## src/pras_pkg.sv

```systemverilog
// Shared types and constants of the pyro recovery arming sequencer.
package pras_pkg;

  localparam int unsigned MvW      = 16;
  localparam int unsigned GainW    = 12;
  localparam int unsigned TicksW   = 8;
  localparam int unsigned ResW     = 16;
  localparam int unsigned CfgIdxW  = 3;
  localparam int unsigned CfgDataW = 16;
  localparam int unsigned ProdW    = MvW + GainW;      // gained voltage, mV * 1024
  localparam int unsigned ScaleW   = 15;               // width of the resistance scale
  localparam int unsigned NumW     = ProdW + ScaleW;   // dividend of the resistance divide
  localparam int unsigned QuotW    = 18;               // quotient bits kept before saturation
  localparam int unsigned DivW     = ProdW + QuotW - 1; // divisor after the first alignment
  localparam int unsigned DivCntW  = $clog2(QuotW);
  localparam int unsigned StatusW  = 2;
  localparam int unsigned ModeW    = 3;

  localparam logic [ScaleW-1:0] ResScale     = ScaleW'(28000);
  localparam logic [ResW:0]     WireMilliohm = (ResW+1)'(680);
  localparam logic [ProdW-1:0]  LimFireTest  = ProdW'(307200);
  localparam logic [ProdW-1:0]  LimDiagHigh  = ProdW'(3379200);
  localparam logic [ProdW-1:0]  LimCharged   = ProdW'(8192000);

  // Configuration register indexes
  localparam logic [CfgIdxW-1:0] CfgSquibGainDiag  = 3'd0;
  localparam logic [CfgIdxW-1:0] CfgPyroGainDiag   = 3'd1;
  localparam logic [CfgIdxW-1:0] CfgSquibGainArm   = 3'd2;
  localparam logic [CfgIdxW-1:0] CfgPyroGainArm    = 3'd3;
  localparam logic [CfgIdxW-1:0] CfgDiagFaultTicks = 3'd4;
  localparam logic [CfgIdxW-1:0] CfgChrgFaultTicks = 3'd5;
  localparam logic [CfgIdxW-1:0] CfgResMin         = 3'd6;
  localparam logic [CfgIdxW-1:0] CfgResMax         = 3'd7;

  localparam logic [GainW-1:0]  RstSquibGain  = GainW'(1126);
  localparam logic [GainW-1:0]  RstPyroGain   = GainW'(1155);
  localparam logic [TicksW-1:0] RstDiagTicks  = TicksW'(10);
  localparam logic [TicksW-1:0] RstChrgTicks  = TicksW'(30);
  localparam logic [ResW-1:0]   RstResMin     = ResW'(1000);
  localparam logic [ResW-1:0]   RstResMax     = ResW'(8500);

  localparam logic [StatusW-1:0] StatusDisarmed = 2'd0;
  localparam logic [StatusW-1:0] StatusOk       = 2'd1;
  localparam logic [StatusW-1:0] StatusFail     = 2'd2;

  typedef struct packed {
    logic [GainW-1:0]  squib_gain_diag;
    logic [GainW-1:0]  pyro_gain_diag;
    logic [GainW-1:0]  squib_gain_arm;
    logic [GainW-1:0]  pyro_gain_arm;
    logic [TicksW-1:0] diag_fault_ticks;
    logic [TicksW-1:0] charge_fault_ticks;
    logic [ResW-1:0]   res_min_milliohm;
    logic [ResW-1:0]   res_max_milliohm;
  } cfg_t;

  typedef struct packed {
    logic load;
    logic mul;
    logic scale;
    logic setup;
    logic div_step;
    logic cmp;
    logic commit;
  } ctrl_cmd_t;

  typedef struct packed {
    logic p_gt_fire;
    logic p_gt_diag;
    logic p_lt_charged;
    logic res_bad;
  } arith_status_t;

endpackage

```

## src/pras_if.sv

```systemverilog
// Valid/ready channels carrying one tick in and one result beat out.
interface pras_in_if;
  import pras_pkg::*;
  logic            valid;
  logic            ready;
  logic [MvW-1:0]  squib_mv;
  logic [MvW-1:0]  pyro_mv;
  logic            disarm_request;
  logic            launch;

  modport source (output valid, output squib_mv, output pyro_mv,
                  output disarm_request, output launch, input ready);
  modport sink   (input valid, input squib_mv, input pyro_mv,
                  input disarm_request, input launch, output ready);
endinterface

interface pras_out_if;
  import pras_pkg::*;
  logic               valid;
  logic               ready;
  logic               fire_drive;
  logic               charge_drive;
  logic               diag_drive;
  logic               arm_led;
  logic [StatusW-1:0] status_code;
  logic [ModeW-1:0]   mode_now;
  logic               charge_low_alarm;
  logic               resistance_warning;

  modport source (output valid, output fire_drive, output charge_drive,
                  output diag_drive, output arm_led, output status_code,
                  output mode_now, output charge_low_alarm,
                  output resistance_warning, input ready);
  modport sink   (input valid, input fire_drive, input charge_drive,
                  input diag_drive, input arm_led, input status_code,
                  input mode_now, input charge_low_alarm,
                  input resistance_warning, output ready);
endinterface

```

## src/pras_cfg.sv

```systemverilog
// Configuration register file of the arming sequencer.
module pras_cfg (
  input  logic                       clk_i,
  input  logic                       rst_ni,
  input  logic                       cfg_we_i,
  input  logic [pras_pkg::CfgIdxW-1:0]  cfg_idx_i,
  input  logic [pras_pkg::CfgDataW-1:0] cfg_wdata_i,
  output pras_pkg::cfg_t             cfg_o
);
  import pras_pkg::*;

  cfg_t cfg_q, cfg_d;

  always_comb begin
    cfg_d = cfg_q;
    if (cfg_we_i) begin
      case (cfg_idx_i)
        CfgSquibGainDiag:  cfg_d.squib_gain_diag    = cfg_wdata_i[GainW-1:0];
        CfgPyroGainDiag:   cfg_d.pyro_gain_diag     = cfg_wdata_i[GainW-1:0];
        CfgSquibGainArm:   cfg_d.squib_gain_arm     = cfg_wdata_i[GainW-1:0];
        CfgPyroGainArm:    cfg_d.pyro_gain_arm      = cfg_wdata_i[GainW-1:0];
        CfgDiagFaultTicks: cfg_d.diag_fault_ticks   = cfg_wdata_i[TicksW-1:0];
        CfgChrgFaultTicks: cfg_d.charge_fault_ticks = cfg_wdata_i[TicksW-1:0];
        CfgResMin:         cfg_d.res_min_milliohm   = cfg_wdata_i[ResW-1:0];
        CfgResMax:         cfg_d.res_max_milliohm   = cfg_wdata_i[ResW-1:0];
        default:           cfg_d = cfg_q;
      endcase
    end
  end

  always_ff @(posedge clk_i or negedge rst_ni) begin
    if (!rst_ni) begin
      cfg_q.squib_gain_diag    <= RstSquibGain;
      cfg_q.pyro_gain_diag     <= RstPyroGain;
      cfg_q.squib_gain_arm     <= RstSquibGain;
      cfg_q.pyro_gain_arm      <= RstPyroGain;
      cfg_q.diag_fault_ticks   <= RstDiagTicks;
      cfg_q.charge_fault_ticks <= RstChrgTicks;
      cfg_q.res_min_milliohm   <= RstResMin;
      cfg_q.res_max_milliohm   <= RstResMax;
    end else begin
      cfg_q <= cfg_d;
    end
  end

  assign cfg_o = cfg_q;

endmodule

```

## src/pras_arith.sv

```systemverilog
// Arithmetic datapath: gained voltages, voltage limits and the resistance divide.
module pras_arith (
  input  logic                     clk_i,
  input  logic                     rst_ni,
  input  pras_pkg::ctrl_cmd_t      cmd_i,
  input  pras_pkg::cfg_t           cfg_i,
  input  logic                     arm_gains_i,
  input  logic [pras_pkg::MvW-1:0] squib_mv_i,
  input  logic [pras_pkg::MvW-1:0] pyro_mv_i,
  output pras_pkg::arith_status_t  status_o
);
  import pras_pkg::*;

  logic [MvW-1:0]   squib_q, pyro_q;
  logic [ProdW-1:0] s_q, p_q;
  logic [NumW-1:0]  n_q, rem_q, rem_d;
  logic [DivW-1:0]  dvs_q;
  logic [QuotW-1:0] quo_q;
  logic             ovf_q, bad_q;
  logic [GainW-1:0] gain_s, gain_p;
  logic             fits;
  logic [ResW:0]    lo_lim, hi_lim;

  assign gain_s = arm_gains_i ? cfg_i.squib_gain_arm : cfg_i.squib_gain_diag;
  assign gain_p = arm_gains_i ? cfg_i.pyro_gain_arm  : cfg_i.pyro_gain_diag;

  // Restoring step: subtract the aligned divisor where it fits
  assign fits  = ({{(DivW-NumW){1'b0}}, rem_q} >= dvs_q);
  assign rem_d = rem_q - dvs_q[NumW-1:0];

  assign lo_lim = {1'b0, cfg_i.res_min_milliohm} + WireMilliohm;
  assign hi_lim = {1'b0, cfg_i.res_max_milliohm} + WireMilliohm;

  always_ff @(posedge clk_i or negedge rst_ni) begin
    if (!rst_ni) begin
      bad_q <= 1'b0;
    end else if (cmd_i.cmp) begin
      bad_q <= ovf_q || (quo_q < QuotW'(lo_lim)) || (quo_q > QuotW'(hi_lim));
    end
  end

  always_ff @(posedge clk_i) begin
    if (cmd_i.load) begin
      squib_q <= squib_mv_i;
      pyro_q  <= pyro_mv_i;
    end
    if (cmd_i.mul) begin
      s_q <= ProdW'(squib_q) * ProdW'(gain_s);
      p_q <= ProdW'(pyro_q) * ProdW'(gain_p);
    end
    if (cmd_i.scale) begin
      n_q <= NumW'(s_q) * NumW'(ResScale);
    end
    if (cmd_i.setup) begin
      // Quotient at or above 2^QuotW (or zero pyro voltage) saturates as out of range
      ovf_q <= ({{(QuotW+ProdW-NumW){1'b0}}, n_q} >= {p_q, {QuotW{1'b0}}});
      rem_q <= n_q;
      dvs_q <= {p_q, {(QuotW-1){1'b0}}};
      quo_q <= '0;
    end
    if (cmd_i.div_step) begin
      if (fits) begin
        rem_q <= rem_d;
      end
      quo_q <= {quo_q[QuotW-2:0], fits};
      dvs_q <= dvs_q >> 1;
    end
  end

  assign status_o.p_gt_fire    = (p_q > LimFireTest);
  assign status_o.p_gt_diag    = (p_q > LimDiagHigh);
  assign status_o.p_lt_charged = (p_q < LimCharged);
  assign status_o.res_bad      = bad_q;

endmodule

```

## src/pras_seq.sv

```systemverilog
// Arming and firing sequence state, updated once per tick.
module pras_seq (
  input  logic                        clk_i,
  input  logic                        rst_ni,
  input  pras_pkg::ctrl_cmd_t         cmd_i,
  input  pras_pkg::cfg_t              cfg_i,
  input  pras_pkg::arith_status_t     status_i,
  input  logic                        disarm_i,
  input  logic                        launch_i,
  output logic                        arm_gains_o,
  output logic                        fire_o,
  output logic                        charge_o,
  output logic                        diag_o,
  output logic                        led_o,
  output logic [pras_pkg::StatusW-1:0] status_code_o,
  output logic [pras_pkg::ModeW-1:0]  mode_o,
  output logic                        alarm_o,
  output logic                        res_warn_o
);
  import pras_pkg::*;

  typedef enum logic [ModeW-1:0] {
    ModeError   = 3'd0,
    ModeDisInit = 3'd1,
    ModeDisLoop = 3'd2,
    ModeArmInit = 3'd3,
    ModeArmLoop = 3'd4,
    ModeFired   = 3'd5
  } mode_e;

  mode_e              mode_q, mode_d;
  logic               fire_q, fire_d, charge_q, charge_d, diag_q, diag_d, led_q, led_d;
  logic [StatusW-1:0] stat_q, stat_d;
  logic               st_done_q, st_done_d;
  logic [TicksW-1:0]  ftc_q, ftc_d, dgc_q, dgc_d, chc_q, chc_d;
  logic               alarm_q, alarm_d, rwarn_q, rwarn_d;
  logic               disarm_q, launch_q;

  always_comb begin
    mode_d    = mode_q;
    fire_d    = fire_q;
    charge_d  = charge_q;
    diag_d    = diag_q;
    led_d     = led_q;
    stat_d    = stat_q;
    st_done_d = st_done_q;
    ftc_d     = ftc_q;
    dgc_d     = dgc_q;
    chc_d     = chc_q;
    alarm_d   = 1'b0;
    rwarn_d   = 1'b0;
    case (mode_q)
      ModeDisInit: begin
        led_d    = 1'b0;
        charge_d = 1'b0;
        fire_d   = 1'b0;
        stat_d   = StatusDisarmed;
        diag_d   = 1'b1;
        mode_d   = ModeDisLoop;
      end
      ModeDisLoop: begin
        if (!st_done_q) begin
          if (!fire_q) begin
            fire_d = 1'b1;
          end else if (status_i.p_gt_fire) begin
            ftc_d = ftc_q - 1'b1;
            if (ftc_d == '0) begin
              mode_d = ModeError;
            end
          end else begin
            ftc_d     = cfg_i.diag_fault_ticks;
            fire_d    = 1'b0;
            st_done_d = 1'b1;
          end
        end else if (status_i.res_bad || status_i.p_gt_diag) begin
          dgc_d = dgc_q - 1'b1;
          if (dgc_d == '0) begin
            mode_d = ModeError;
          end
        end else begin
          dgc_d = cfg_i.diag_fault_ticks;
          if (!disarm_q) begin
            mode_d = ModeArmInit;
          end
        end
      end
      ModeArmInit: begin
        diag_d   = 1'b0;
        led_d    = 1'b1;
        charge_d = 1'b1;
        stat_d   = StatusOk;
        mode_d   = ModeArmLoop;
      end
      ModeArmLoop: begin
        if (disarm_q) begin
          mode_d   = ModeDisInit;
          charge_d = 1'b0;
        end else begin
          // Charge counter is not reloaded at zero: keep wrapping while low
          if (status_i.p_lt_charged) begin
            chc_d = chc_q - 1'b1;
            if (chc_d == '0) begin
              alarm_d = 1'b1;
            end
          end else begin
            chc_d = cfg_i.charge_fault_ticks;
          end
          rwarn_d = status_i.res_bad;
          if (launch_q) begin
            fire_d = 1'b1;
            mode_d = ModeFired;
          end
        end
      end
      ModeFired: begin
        led_d = 1'b0;
        if (disarm_q) begin
          mode_d   = ModeDisInit;
          charge_d = 1'b0;
        end
      end
      ModeError: begin
        fire_d   = 1'b0;
        diag_d   = 1'b0;
        led_d    = 1'b0;
        charge_d = 1'b0;
        stat_d   = StatusFail;
      end
      default: begin
        mode_d = ModeError;
      end
    endcase
  end

  always_ff @(posedge clk_i or negedge rst_ni) begin
    if (!rst_ni) begin
      mode_q    <= ModeDisInit;
      fire_q    <= 1'b0;
      charge_q  <= 1'b0;
      diag_q    <= 1'b0;
      led_q     <= 1'b0;
      stat_q    <= StatusDisarmed;
      st_done_q <= 1'b0;
      ftc_q     <= RstDiagTicks;
      dgc_q     <= RstDiagTicks;
      chc_q     <= RstChrgTicks;
      alarm_q   <= 1'b0;
      rwarn_q   <= 1'b0;
    end else if (cmd_i.commit) begin
      mode_q    <= mode_d;
      fire_q    <= fire_d;
      charge_q  <= charge_d;
      diag_q    <= diag_d;
      led_q     <= led_d;
      stat_q    <= stat_d;
      st_done_q <= st_done_d;
      ftc_q     <= ftc_d;
      dgc_q     <= dgc_d;
      chc_q     <= chc_d;
      alarm_q   <= alarm_d;
      rwarn_q   <= rwarn_d;
    end
  end

  always_ff @(posedge clk_i) begin
    if (cmd_i.load) begin
      disarm_q <= disarm_i;
      launch_q <= launch_i;
    end
  end

  assign arm_gains_o   = (mode_q == ModeArmLoop);
  assign fire_o        = fire_q;
  assign charge_o      = charge_q;
  assign diag_o        = diag_q;
  assign led_o         = led_q;
  assign status_code_o = stat_q;
  assign mode_o        = mode_q;
  assign alarm_o       = alarm_q;
  assign res_warn_o    = rwarn_q;

endmodule

```

## src/pras_ctrl.sv

```systemverilog
// Controller: handshakes and step sequencing of one tick.
module pras_ctrl (
  input  logic                clk_i,
  input  logic                rst_ni,
  input  logic                in_valid_i,
  output logic                in_ready_o,
  output logic                out_valid_o,
  input  logic                out_ready_i,
  output pras_pkg::ctrl_cmd_t cmd_o
);
  import pras_pkg::*;

  typedef enum logic [2:0] {
    StIdle,
    StMul,
    StScale,
    StSetup,
    StDiv,
    StCmp,
    StDone
  } state_e;

  state_e             state_q;
  logic [DivCntW-1:0] cnt_q;
  logic               out_valid_q;
  logic               slot_free;

  assign slot_free = !out_valid_q || out_ready_i;

  always_comb begin
    cmd_o          = '0;
    cmd_o.load     = (state_q == StIdle) && in_valid_i;
    cmd_o.mul      = (state_q == StMul);
    cmd_o.scale    = (state_q == StScale);
    cmd_o.setup    = (state_q == StSetup);
    cmd_o.div_step = (state_q == StDiv);
    cmd_o.cmp      = (state_q == StCmp);
    cmd_o.commit   = (state_q == StDone) && slot_free;
  end

  always_ff @(posedge clk_i or negedge rst_ni) begin
    if (!rst_ni) begin
      state_q     <= StIdle;
      cnt_q       <= '0;
      out_valid_q <= 1'b0;
    end else begin
      if (cmd_o.commit) begin
        out_valid_q <= 1'b1;
      end else if (out_ready_i) begin
        out_valid_q <= 1'b0;
      end
      case (state_q)
        StIdle: begin
          if (in_valid_i) begin
            state_q <= StMul;
          end
        end
        StMul:   state_q <= StScale;
        StScale: state_q <= StSetup;
        StSetup: begin
          cnt_q   <= DivCntW'(QuotW - 1);
          state_q <= StDiv;
        end
        StDiv: begin
          cnt_q <= cnt_q - 1'b1;
          if (cnt_q == '0) begin
            state_q <= StCmp;
          end
        end
        StCmp:   state_q <= StDone;
        StDone: begin
          if (slot_free) begin
            state_q <= StIdle;
          end
        end
        default: state_q <= StIdle;
      endcase
    end
  end

  assign in_ready_o  = (state_q == StIdle);
  assign out_valid_o = out_valid_q;

endmodule

```

## src/pyro_recovery_arming_sequencer.sv

```systemverilog
// Top level of the pyro recovery arming sequencer.
//
//   channel  dir  handshake          beat contents
//   -------  ---  -----------------  ---------------------------------------------
//   in_i     in   valid/ready        squib_mv, pyro_mv, disarm_request, launch
//   out_o    out  valid/ready        drives, arm_led, status_code, mode_now, alarms
//   cfg      in   cfg_we_i (no wait) cfg_idx_i selects register, cfg_wdata_i value
//
// Each tick runs from the input beat through a multiply step for the gained voltages, a
// step for the resistance scale, a setup step, the restoring divider (one quotient bit
// a cycle), a compare step and a commit step; the result beat is offered from the
// cycle after commit.
// The next input beat is also taken in the cycle after commit; a waiting result beat
// sits in its output register and holds the controller in its commit state only once
// the next tick has finished.
// Reset is asynchronous, active low, and loads the register reset values; no
// clearing pass is needed.
module pyro_recovery_arming_sequencer (
  input  logic                           clk_i,
  input  logic                           rst_ni,
  input  logic                           cfg_we_i,
  input  logic [pras_pkg::CfgIdxW-1:0]   cfg_idx_i,
  input  logic [pras_pkg::CfgDataW-1:0]  cfg_wdata_i,
  pras_in_if.sink                        in_i,
  pras_out_if.source                     out_o
);
  import pras_pkg::*;

  cfg_t          cfg;
  ctrl_cmd_t     cmd;
  arith_status_t arith_st;
  logic          arm_gains;

  // Register file; the user must write it only while no tick is in flight, the block does not enforce this
  pras_cfg u_cfg (
    .clk_i       (clk_i),
    .rst_ni      (rst_ni),
    .cfg_we_i    (cfg_we_i),
    .cfg_idx_i   (cfg_idx_i),
    .cfg_wdata_i (cfg_wdata_i),
    .cfg_o       (cfg)
  );

  // Sequence the steps of a tick and own both handshakes
  pras_ctrl u_ctrl (
    .clk_i       (clk_i),
    .rst_ni      (rst_ni),
    .in_valid_i  (in_i.valid),
    .in_ready_o  (in_i.ready),
    .out_valid_o (out_o.valid),
    .out_ready_i (out_o.ready),
    .cmd_o       (cmd)
  );

  // Gained voltages, limit flags and squib resistance check
  pras_arith u_arith (
    .clk_i       (clk_i),
    .rst_ni      (rst_ni),
    .cmd_i       (cmd),
    .cfg_i       (cfg),
    .arm_gains_i (arm_gains),
    .squib_mv_i  (in_i.squib_mv),
    .pyro_mv_i   (in_i.pyro_mv),
    .status_o    (arith_st)
  );

  // Mode sequence; its output registers are the result beat and advance only at commit
  pras_seq u_seq (
    .clk_i         (clk_i),
    .rst_ni        (rst_ni),
    .cmd_i         (cmd),
    .cfg_i         (cfg),
    .status_i      (arith_st),
    .disarm_i      (in_i.disarm_request),
    .launch_i      (in_i.launch),
    .arm_gains_o   (arm_gains),
    .fire_o        (out_o.fire_drive),
    .charge_o      (out_o.charge_drive),
    .diag_o        (out_o.diag_drive),
    .led_o         (out_o.arm_led),
    .status_code_o (out_o.status_code),
    .mode_o        (out_o.mode_now),
    .alarm_o       (out_o.charge_low_alarm),
    .res_warn_o    (out_o.resistance_warning)
  );

endmodule
```

## src/flat_wrapper.sv

```systemverilog
// flat-port wrapper written by rule: the top's interface ports become plain ports
module pyro_recovery_arming_sequencer_flat import pras_pkg::*;
  (clk_i, rst_ni, cfg_we_i, cfg_idx_i, cfg_wdata_i, in_i_valid, in_i_squib_mv, in_i_pyro_mv, in_i_disarm_request, in_i_launch, in_i_ready, out_o_valid, out_o_fire_drive, out_o_charge_drive, out_o_diag_drive, out_o_arm_led, out_o_status_code, out_o_mode_now, out_o_charge_low_alarm, out_o_resistance_warning, out_o_ready);
  pras_in_if in_i_i ();
  pras_out_if out_o_i ();
  input  logic clk_i;
  input  logic rst_ni;
  input  logic cfg_we_i;
  input  logic [pras_pkg::CfgIdxW-1:0] cfg_idx_i;
  input  logic [pras_pkg::CfgDataW-1:0] cfg_wdata_i;
  input wire logic [$bits(in_i_i.valid)-1:0] in_i_valid;
  input wire logic [$bits(in_i_i.squib_mv)-1:0] in_i_squib_mv;
  input wire logic [$bits(in_i_i.pyro_mv)-1:0] in_i_pyro_mv;
  input wire logic [$bits(in_i_i.disarm_request)-1:0] in_i_disarm_request;
  input wire logic [$bits(in_i_i.launch)-1:0] in_i_launch;
  output wire logic [$bits(in_i_i.ready)-1:0] in_i_ready;
  output wire logic [$bits(out_o_i.valid)-1:0] out_o_valid;
  output wire logic [$bits(out_o_i.fire_drive)-1:0] out_o_fire_drive;
  output wire logic [$bits(out_o_i.charge_drive)-1:0] out_o_charge_drive;
  output wire logic [$bits(out_o_i.diag_drive)-1:0] out_o_diag_drive;
  output wire logic [$bits(out_o_i.arm_led)-1:0] out_o_arm_led;
  output wire logic [$bits(out_o_i.status_code)-1:0] out_o_status_code;
  output wire logic [$bits(out_o_i.mode_now)-1:0] out_o_mode_now;
  output wire logic [$bits(out_o_i.charge_low_alarm)-1:0] out_o_charge_low_alarm;
  output wire logic [$bits(out_o_i.resistance_warning)-1:0] out_o_resistance_warning;
  input wire logic [$bits(out_o_i.ready)-1:0] out_o_ready;
  assign in_i_i.valid = in_i_valid;
  assign in_i_i.squib_mv = in_i_squib_mv;
  assign in_i_i.pyro_mv = in_i_pyro_mv;
  assign in_i_i.disarm_request = in_i_disarm_request;
  assign in_i_i.launch = in_i_launch;
  assign in_i_ready = in_i_i.ready;
  assign out_o_valid = out_o_i.valid;
  assign out_o_fire_drive = out_o_i.fire_drive;
  assign out_o_charge_drive = out_o_i.charge_drive;
  assign out_o_diag_drive = out_o_i.diag_drive;
  assign out_o_arm_led = out_o_i.arm_led;
  assign out_o_status_code = out_o_i.status_code;
  assign out_o_mode_now = out_o_i.mode_now;
  assign out_o_charge_low_alarm = out_o_i.charge_low_alarm;
  assign out_o_resistance_warning = out_o_i.resistance_warning;
  assign out_o_i.ready = out_o_ready;
  pyro_recovery_arming_sequencer u_core (.clk_i(clk_i), .rst_ni(rst_ni), .cfg_we_i(cfg_we_i), .cfg_idx_i(cfg_idx_i), .cfg_wdata_i(cfg_wdata_i), .in_i(in_i_i), .out_o(out_o_i));
endmodule
```

## config.mk

```make
export PLATFORM = sky130hd
export DESIGN_NAME = pyro_recovery_arming_sequencer_flat
export DESIGN_NICKNAME = d
export VERILOG_FILES = /design/src/pras_pkg.sv /design/src/pras_if.sv /design/src/pras_cfg.sv /design/src/pras_arith.sv /design/src/pras_seq.sv /design/src/pras_ctrl.sv /design/src/pyro_recovery_arming_sequencer.sv /design/src/flat_wrapper.sv
export SDC_FILE = /design/constraint.sdc
export NUM_CORES = 2
export LEC_CHECK = 0
export ABC_AREA = 1
export BUFFER_PORTS_ARGS = -buffer_cell sky130_fd_sc_hd__buf_2
export CORE_UTILIZATION = 50
export DETAILED_ROUTE_END_ITERATION = 6
export PLACE_DENSITY = 0.76
export SYNTH_ARGS = -nofsm -noshare
export SYNTH_HDL_FRONTEND = slang
export SYNTH_SLANG_ARGS = --single-unit
```

## constraint.sdc

```tcl
create_clock -name clk_i -period 9.1 [get_ports clk_i]
set_clock_uncertainty 0.15 [all_clocks]
set_input_delay 0.91 -clock clk_i [delete_from_list [all_inputs] [get_ports clk_i]]
set_output_delay 0.91 -clock clk_i [all_outputs]
set_load 0.02 [all_outputs]
```

Word level (Yosys, flattened, before mapping) --
Cells that the tools add are included.
Storage, ports and cells: register bits after elaboration 377, bits of input ports 58, output and inout bits 13, word-level logic and storage cells 182
Operators by class: add/sub/neg operators 7, $mul 3, $lt $le $gt $ge 7, equality and inequality tests 32, muxes and demuxes 50, bitwise operators 3, reductions and logical operators 44
Operator list (number):
- $mux 43 | 3
- $mux 44 | 2
- $mul 16x12->28 | 2
- $ge 43x46->1 | 1
- $ge 43x45->1 | 1
- $sub 43x43->43 | 1
- $mux 3 | 13
- $mul 28x10->38 const B | 1
- $mux 18 | 2
- $add 16x10->17 const B | 2
- $gt 28x19->1 const B | 1
- $gt 28x22->1 const B | 1
- $lt 28x23->1 const B | 1
- $eq 3x3->1 const B | 9
- $logic_not 8->1 | 3
- $mux 12 | 2
- $mux 8 | 3
- $reduce_and 2->1 | 12
- $sub 8x1->8 const B | 3
- $pmux 3 s7 | 1
- $eq 3x2->1 const B | 6
- $gt 18x17->1 | 1
- $lt 18x17->1 | 1
- $pmux 3 s6 | 1
- 26 further kinds | 73

Logic depth before layout (Yosys ltp) --
depth in word-level cells 7, mapped depth 30, gate-level depth less buffers 28

By module --
Synthesis repeated with hierarchy kept, for this count alone.
Unflattened totals: cells, all modules 5098, area, all modules 39889.5 µm²
By module, submodules not included:
- pras_arith | times used 1, cells an instance 4243, area an instance 33070.5 µm², sequential area each 6581.3 µm²
- pras_cfg | times used 1, cells an instance 437, area an instance 3822.4 µm², sequential area each 2446.1 µm²
- pras_seq | times used 1, cells an instance 348, area an instance 2474.9 µm², sequential area each 972.2 µm²
- pras_ctrl | times used 1, cells an instance 70, area an instance 521.8 µm², sequential area each 225.2 µm²

Least setup slack after synthesis --
OpenSTA, ideal clock, no wires.
kind register to register, start register u_core.u_seq.mode_q[2] (netlist: u_core.u_seq.mode_o[2]), end register u_core.u_arith.p_q[20], data pin, setup time 0.259 ns, arrival time 5.760 ns, data required time 8.691 ns, setup slack 2.931 ns, stages on the path, launching flop included 31, path through dfrtp_1 clkbuf_1 nand2_2 inv_2 clkbuf_1 or2_2 o21ai_2 inv_1 buf_2 nand2_1 fa_1 inv_1 fa_1 inv_1 fa_1 inv_1 fa_1 inv_1 fa_1 inv_1 ha_1 nand2_1 inv_1 a21oi_1 nand2_1 nand2_1 nand2_1 nand2_1 inv_1 or2_2 xor2_1
On the way: longest elaborated chain between the ends 3
Ends and longest elaborated chain:
- start, declared | line pras_seq.sv:31 | mode_e mode_q, mode_d;
- start signal, assigned | line pras_seq.sv:137 | mode_q <= ModeDisInit;
- start signal, assigned | line pras_seq.sv:150 | mode_q <= mode_d;
- $eq 3x3->1 | line pras_seq.sv:172 | assign arm_gains_o = (mode_q == ModeArmLoop);
- $mux 12 | line pras_arith.sv:25 | assign gain_p = arm_gains_i ? cfg_i.pyro_gain_arm : cfg_i.pyro_gain_diag;
- $mul 16x12->28 | line pras_arith.sv:49 | p_q <= ProdW'(pyro_q) * ProdW'(gain_p);
- end signal, assigned | line pras_arith.sv:49
- end, declared | line pras_arith.sv:15 | logic [ProdW-1:0] s_q, p_q;
Every way passes these cells. A chain may end at the register's enable or synchronous reset.

Worst setup path after layout --
start register u_core.u_seq.mode_q[0] (netlist: u_core.u_seq.mode_o[0]), end register u_core.u_arith.p_q[20], data pin
The elaborated chain is that of the path after synthesis.

==> run metrics <==
status finished, final reports clean; fmax 0.137 GHz; worst reg2reg path depth 23; final-report max-slew violation count 0; RSZ-0062 raised after global routing no; antenna violations before repair 6; worst path required time 9.28 ns; antenna fix cells 0; hold_buf cts 0; Post-CTS Setup Repair Bufs 0; GRT Resource Usage Total 25.8%; Vias/cell 5.22; gr ovfl total 0; Core Region 76100 um2; CP max-delay cell dfstp_2; First-pass DRT Iterations 6; post-synth net total 5576; Synth top area share 20.9%; ANT nets after route 0; layout cell share with drive strength beyond 1 5.43%; via count 30.6k; internal reg-to-reg setup slack 1.78 ns; reg2reg start u_core.u_seq.mode_o[0]; ys flop type edfxtp_1; CTS Buffer Depth 3; max cap viols 0; CTS root buf clkbuf_16; Detail Placement HPWL 79500 um; Mapped Area 38500 um2; relative slew slack 22.1%; crit end category flop; worst slew pin tran 1.16 ns; sequential element share of the synthesized area 26.6%; Die Area 78100 um2; final setup vio count 0; post-layout net count 5617; Synth area leader fa_1; Hold Path Class primary input to async pin; H-tree depth 2; CP startpoint u_core.u_seq.mode_o[0]; Port-buffer cells 70; Yosys cell types 54; # IOs 71; first-pass GRT wire length 161000 um; Crit Reg-Reg Endpoint u_core.u_arith.p_q[20]; drt first-iter violations 2231; ys async rst share 37.7%; final worst-path cycle share 80.4%; EDFF count, synth 191; row count 101; clk slew on worst S/H paths 0.06 ns; synth top area cells fa_1 21%, edfxtp_1 15%, ha_1 12%; CTS tree yes; crit path kind flop to flop; Resized cells post-CTS 0; WL final 98000 um; Hold Vio Cnt, Final 0; Synth Register Bits 377; top-count cell post-synth nand2_1; Sinks on Clock Net 377; Critical Path AT 7.49 ns; Total Neg Setup Slack 0 ns; critical path cell sequence nor2_1 > nand2_2 > inv_2 > or2_2 > o21ai_0 > inv_1 > nand2_1 > fa_1 > fa_1 > fa_1 > fa_1 > fa_1 > inv_1 > ha_1 > a21o_1 > a21oi_1 > nand2_1 > nand2_1 > nand2_1 > nand2_1 > inv_1 > or2_2 > xor2_1; Synth Area per Inst 8.11 um2; chip height 280 um; largest net degree at the start of global routing 76; slowest stage delay, CP 0.61 ns; die width 280 um; Ys Warns 0; routed len/inst 16.7 um; initial core utilization 50.6%; post-layout min period 7.32 ns; Syn-to-layout area delta 7.50%; clock latency on the worst-skew pair 0.59 ns; DR DRC count 0; top cells by instance count after synthesis 1166 x nand2_1, 951 x inv_1, 447 x nor2_1, 402 x fa_1, 366 x ha_1; crit path max fanout 27; vias in the first global route 31.1k; routability cong. 0.987; TritonCTS Buffers 45; synthesized instance count 4750; CP Launch Type flop
kinds of logic after synthesis:
kind of cell | share of synthesized area, %
flops | 26.6
xor+xnor | 2.80
fa+ha+maj | 32.8
buf+inv | 10.4
simple gates | 19.6
compound gates | 7.89
critical path: cells and delay by family, from the launching register on:
family | cells | cell delay [ns]
and+or+nand+nor | 9 | 1.71
buffers and inverters | 4 | 0.87
xor gates and xnor gates | 1 | 0.14
AOI/OAI and AO/OA | 3 | 0.65
DFF | 1 | 0.61
adders and majority gates | 6 | 2.90
area by class of cell:
| type | count | area (um2) |
|---|---|---|
| Fill cell | 7087 | 34700 |
| Multi-Input combinational cell | 3321 | 24300 |
| Sequential cell | 377 | 10200 |
| Inverter | 962 | 3610 |
| Tap cell | 1030 | 1290 |
| Clock buffer | 63 | 1250 |
| Timing Repair Buffer | 84 | 462 |
| Clock inverter | 21 | 238 |
routing by layer:
| layer | part of all wire, % | track usage (%) | wire length, um |
|---|---|---|---|
| met1 | 44 | 35.3 | 43400 |
| met2 | 45 | 41.3 | 44100 |
| met3 | 7.2 | 4.71 | 7030 |
| met4 | 3.6 | 8.67 | 3480 |
| met5 | 0.022 | 0 | 22 |
cell usage in the layout (no fill, tap or decap), drive strengths merged, types with 36 or more instances in the layout:
cell / count
inv: 967
edfxtp: 191
nor2: 455
dfstp: 44
nand3: 137
buf: 84
nor3: 36
fa: 402
xnor2: 48
nand2: 1171
dfxtp: 44
clkbuf: 63
dfrtp: 98
xor2: 75
o21ai: 289
ha: 366
a21oi: 156
worst max-delay path by stage:
stage / end / cells past startpoint
floorplan: u_core.u_arith.p_q[20] / 30
finish: u_core.u_arith.p_q[20] / 23
detailed placement: u_core.u_arith.p_q[20] / 23
CTS: u_core.u_arith.p_q[20] / 23
global placement: u_core.u_arith.p_q[20] / 23
global route: u_core.u_arith.p_q[20] / 24
registers in the layout, summed over array words and instances, names as in the netlist, 5 cells and up:
register / flops
u_core.u_arith.pyro_q: 16
u_core.u_arith.quo_q: 18
u_core.u_arith.s_q: 28
u_core.u_arith.n_q: 38
u_core.u_seq.ftc_q: 8
u_core.u_seq.dgc_q: 8
u_core.u_arith.p_q: 28
u_core.u_arith.dvs_q: 45
u_core.u_arith.squib_q: 16
u_core.u_cfg.cfg_o: 96
u_core.u_ctrl.cnt_q: 5
u_core.u_arith.rem_q: 43
u_core.u_seq.chc_q: 8
stage by stage:
stage / utilization (%) / hold WS [ns] / area, um2 / std cells / setup slack, ns
after floorplan: - / 0.286 / 38500 / 4750 / 2.93
after global placement: 52.5 / 0.298 / 39900 / 5774 / 2.00
after CTS: 54.4 / 0.171 / 41400 / 5858 / 1.84
final: 54.4 / 0.159 / 41400 / 5858 / 1.78
after global routing: 54.4 / 0.203 / 41400 / 5858 / 1.37
after detailed placement: 52.5 / 0.309 / 39900 / 5774 / 1.88
Power is not shown: default switching activity piles up to over one toggle a cycle in this logic, so the estimate is an artifact.
